$ cat src/hw/rtl/bsc_ram.sv
module bsc_ram #(
   parameter int WIDTH = 16,
   parameter int DEPTH = 128
) (
   input  logic                     clock,
   input  logic                     wr_en,
   input  logic [$clog2(DEPTH)-1:0] wr_addr,
   input  logic [WIDTH-1:0]         wr_data,
   input  logic [$clog2(DEPTH)-1:0] rd_addr,
   output logic [WIDTH-1:0]         rd_data
);

   logic [WIDTH-1:0] mem [DEPTH];

   // Write one entry, register the read word
   always_ff @(posedge clock) begin
      if (wr_en) begin
         mem[wr_addr] <= wr_data;
      end
      rd_data <= mem[rd_addr];
   end

endmodule

$ cat config.mk
export PLATFORM = sky130hd
export DESIGN_NAME = bsc_ram
export DESIGN_NICKNAME = d
export VERILOG_FILES = /design/src/hw/rtl/bsc_ram.sv
export SDC_FILE = /design/constraint.sdc
export NUM_CORES = 2
export LEC_CHECK = 0
export BUFFER_PORTS_ARGS = -buffer_cell sky130_fd_sc_hd__buf_2
export CELL_PAD_IN_SITES_DETAIL_PLACEMENT = 0
export CELL_PAD_IN_SITES_GLOBAL_PLACEMENT = 1
export CORE_MARGIN = 10
export CORE_UTILIZATION = 52
export DETAILED_ROUTE_END_ITERATION = 16
export PLACE_DENSITY_LB_ADDON = 0.1
export SLEW_MARGIN = 20
export SYNTH_ARGS = -nofsm -noshare
export SYNTH_HDL_FRONTEND = slang
export SYNTH_SLANG_ARGS = --single-unit
$ cat constraint.sdc
create_clock -name clock -period 2.7 [get_ports clock]
set_input_delay 0.135 -clock clock [delete_from_list [all_inputs] [get_ports clock]]
set_output_delay 0.135 -clock clock [all_outputs]
set_load 0.02 [all_outputs]
==> results.json <==
{
  "port_buffers": 47,
  "cts_resized": 0,
  "synthesis.area_sq_um": 78500,
  "endpoint_kind": "flop",
  "hold-worst-slack_ns": 0.0642,
  "crit_required_ns": 3.41,
  "ys_async_sr_fraction_pct": 0,
  "critPathMaxStageDelay_ns": 0.65,
  "yosysTopAreaCellShare_pct": 78.3,
  "hold_path_class": "in -> reg",
  "dieArea_sq_um": 167000,
  "synth_edf_count": 2048,
  "coreArea_sq_um": 150000,
  "ys_warn_count": 0,
  "pwr_density_cell_nw_per_um2": 727,
  "top_layer": "met5",
  "syn_to_final_growth_pct": 16.3,
  "synthSimpleGateAreaFrac_pct": 0.888,
  "fin_skew_ns": 0.0190,
  "layout.nets": 3528,
  "preCtsSetupSlack_ns": -0.419,
  "ir_worst_vdd_v": 0.000644,
  "worst_slew_pin_slew_ns": 1.06,
  "routed-wl-met2_um": 91000,
  "postLayoutCoreUtil_pct": 60.9,
  "grt_max_degree": 129,
  "first_pass_iters": 5,
  "worstSkewPairLatency_ns": 0.82,
  "num_io_pins": 48,
  "crit_path_frequent_cell": "mux4_2",
  "yosysMostFrequentCell": "edfxtp_1",
  "syn_area_per_cell_sq_um": 25.4,
  "place.gp.congestion": 0.790,
  "grt_usage_pct": 22.9,
  "whs_path_depth": 4,
  "yosys.area.top_type": "edfxtp_1",
  "placedInstanceArea_sq_um": 84700,
  "synth_compound_area_share_pct": 0,
  "p_leak_nw": 28.5,
  "cp-start-kind": "flop",
  "arrival_ns": 3.23,
  "max_freq_mhz": 397,
  "path_cells": "mux4_2 -> mux4_2 -> mux4_2 -> mux2_2",
  "worst_slack_ns": 0.182,
  "design_area_sq_um": 91300,
  "rows": 142,
  "antenna_found_initial": 19,
  "wl_per_cell_um": 33.6,
  "critPathSlowestCell": "mux4_2",
  "synth_cell_types": 17,
  "yosys-top-cells-count": "2048 x edfxtp_1, 672 x mux4_2, 122 x nor2_1",
  "clockBufferDepth": 3,
  "cts-root-buf": "clkbuf_16",
  "total_power_mw": 66.4,
  "critPathKind": "reg -> reg",
  "cts_buffers": 201,
  "yosys.area_share.xor_xnor_pct": 0,
  "worstRegToRegCells": 4,
  "routed_via_density": 6.21,
  "gr-total-overflow": 0,
  "synth-main-ff-cell": "edfxtp_1",
  "synth_nets": 3118,
  "num_vias": 35288,
  "grt_pass1_wl_um": 272000,
  "final_cell_count_no_fill": 5678,
  "fp.dieW_um": 409,
  "ys_top_cells_by_area": "edfxtp_1 78%, mux4_2 19%, nor2_1 0.58%",
  "synth_mux_area_share_pct": 19.5,
  "rsz0062_at_grt": "false",
  "cts_sinks": 2064,
  "synthAdderAreaFrac_pct": 0,
  "drt_iter0_drc": 3950,
  "cts_tree": "built",
  "wirelength_um": 191000,
  "htreeDepth": 4,
  "post-place-cells": 5291,
  "ant_nets": 0,
  "period_share_pct": 93.3,
  "drive_above_1_share_pct": 36.3,
  "worst-path-max-fanout": 1,
  "setup-violations-final": 0,
  "synth_top_family_by_area": "multiplexers",
  "nFillCells": 10203,
  "start_util_pct": 52.4,
  "slew_headroom_pct": 29.1,
  "grt_pass1_vias": 36381,
  "yosysSeqAreaShare_pct": 78.7,
  "drc": 0,
  "status": "complete, no violations",
  "met3WireLength_um": 16800,
  "met1_length_um": 78800,
  "die-height_um": 409,
  "fin_setup_tns_ns": 0,
  "clkTransAtPathRegs_ns": 0.06,
  "synth_seq_cells": 2064,
  "period_needed_ns": 2.52,
  "hold_viol_final": 0,
  "max_cap_violations": 0,
  "maxSlewViolCount": 0,
  "synth_cells": 3086,
  "place_hpwl_um": 116000
}
==> state kept, by name, indices dropped and copies added (netlist names) <==
| register | cells |
|---|---|
| rd_data | 16 |
| mem | 2048 |
==> placed cells by master (no fill, tap or decap), drive strengths merged, types with 14 or more instances in the layout <==
cell type / Yosys / routed
buf: 82 / 353
mux4: 672 / 672
dfxtp: 16 / 16
nand2: 14 / 14
clkbuf: 82 / 253
mux2: 16 / 16
edfxtp: 2048 / 2048
bufinv: 0 / 17
dlygate4sd3: 0 / 18
clkinv: 0 / 89
nor2: 122 / 122
==> final cells by class <==
type                       instances  area, sq um  share of cell area [%]
sequential                      2064        61800                    67.7
multi-input combinational        858        16100                    17.6
clock buffer                     253         5440                    5.95
timing repair buffer             371         4470                    4.89
tap                             2016         2520                    2.76
clock inverter                   112          983                    1.08
antenna                            4         10.0                  0.0110
==> final timing paths <==
path / slack [ns] / endpoint / from
max reg2reg: 0.18 / rd_data[1] / mem[87][1]
min reg2reg: 1.14 / rd_data[8] / mem[54][8]
min: 0.06 / mem[86][12] / wr_addr[2]
max: 0.18 / rd_data[1] / mem[87][1]
==> layer usage <==
metal	GRT usage (%)	vias up
met1	32.7	19273
met2	35.5	1415
li1	-	14326
met4	5.51	14
met3	6.29	260
met5	0	-
==> logic make-up after synthesis <==
family | Yosys count
DFF | 2064
muxes | 688
and+or+nand+nor | 170
buffers and inverters | 164
==> what timing repair did <==
item	CTS	global route
endpoints found under the hold margin	1120	0
hold buffers	18	0
buffers inserted	0	0
==> worst max-delay path, delay by kind of cell (launching register included) <==
kind / cells / cell delay (ns)
mux: 4 / 2.06
flops: 1 / 0.35
==> where the power goes <==
| group | switching [mW] | leakage, nW | internal (mW) |
|---|---|---|---|
| sequential | 0.121 | 18.5 | 35.4 |
| clock | 11.5 | 3.16 | 15.8 |
| combinational | 2.05 | 6.81 | 1.54 |
No activity file was read; power rests on OpenSTA's default activity.
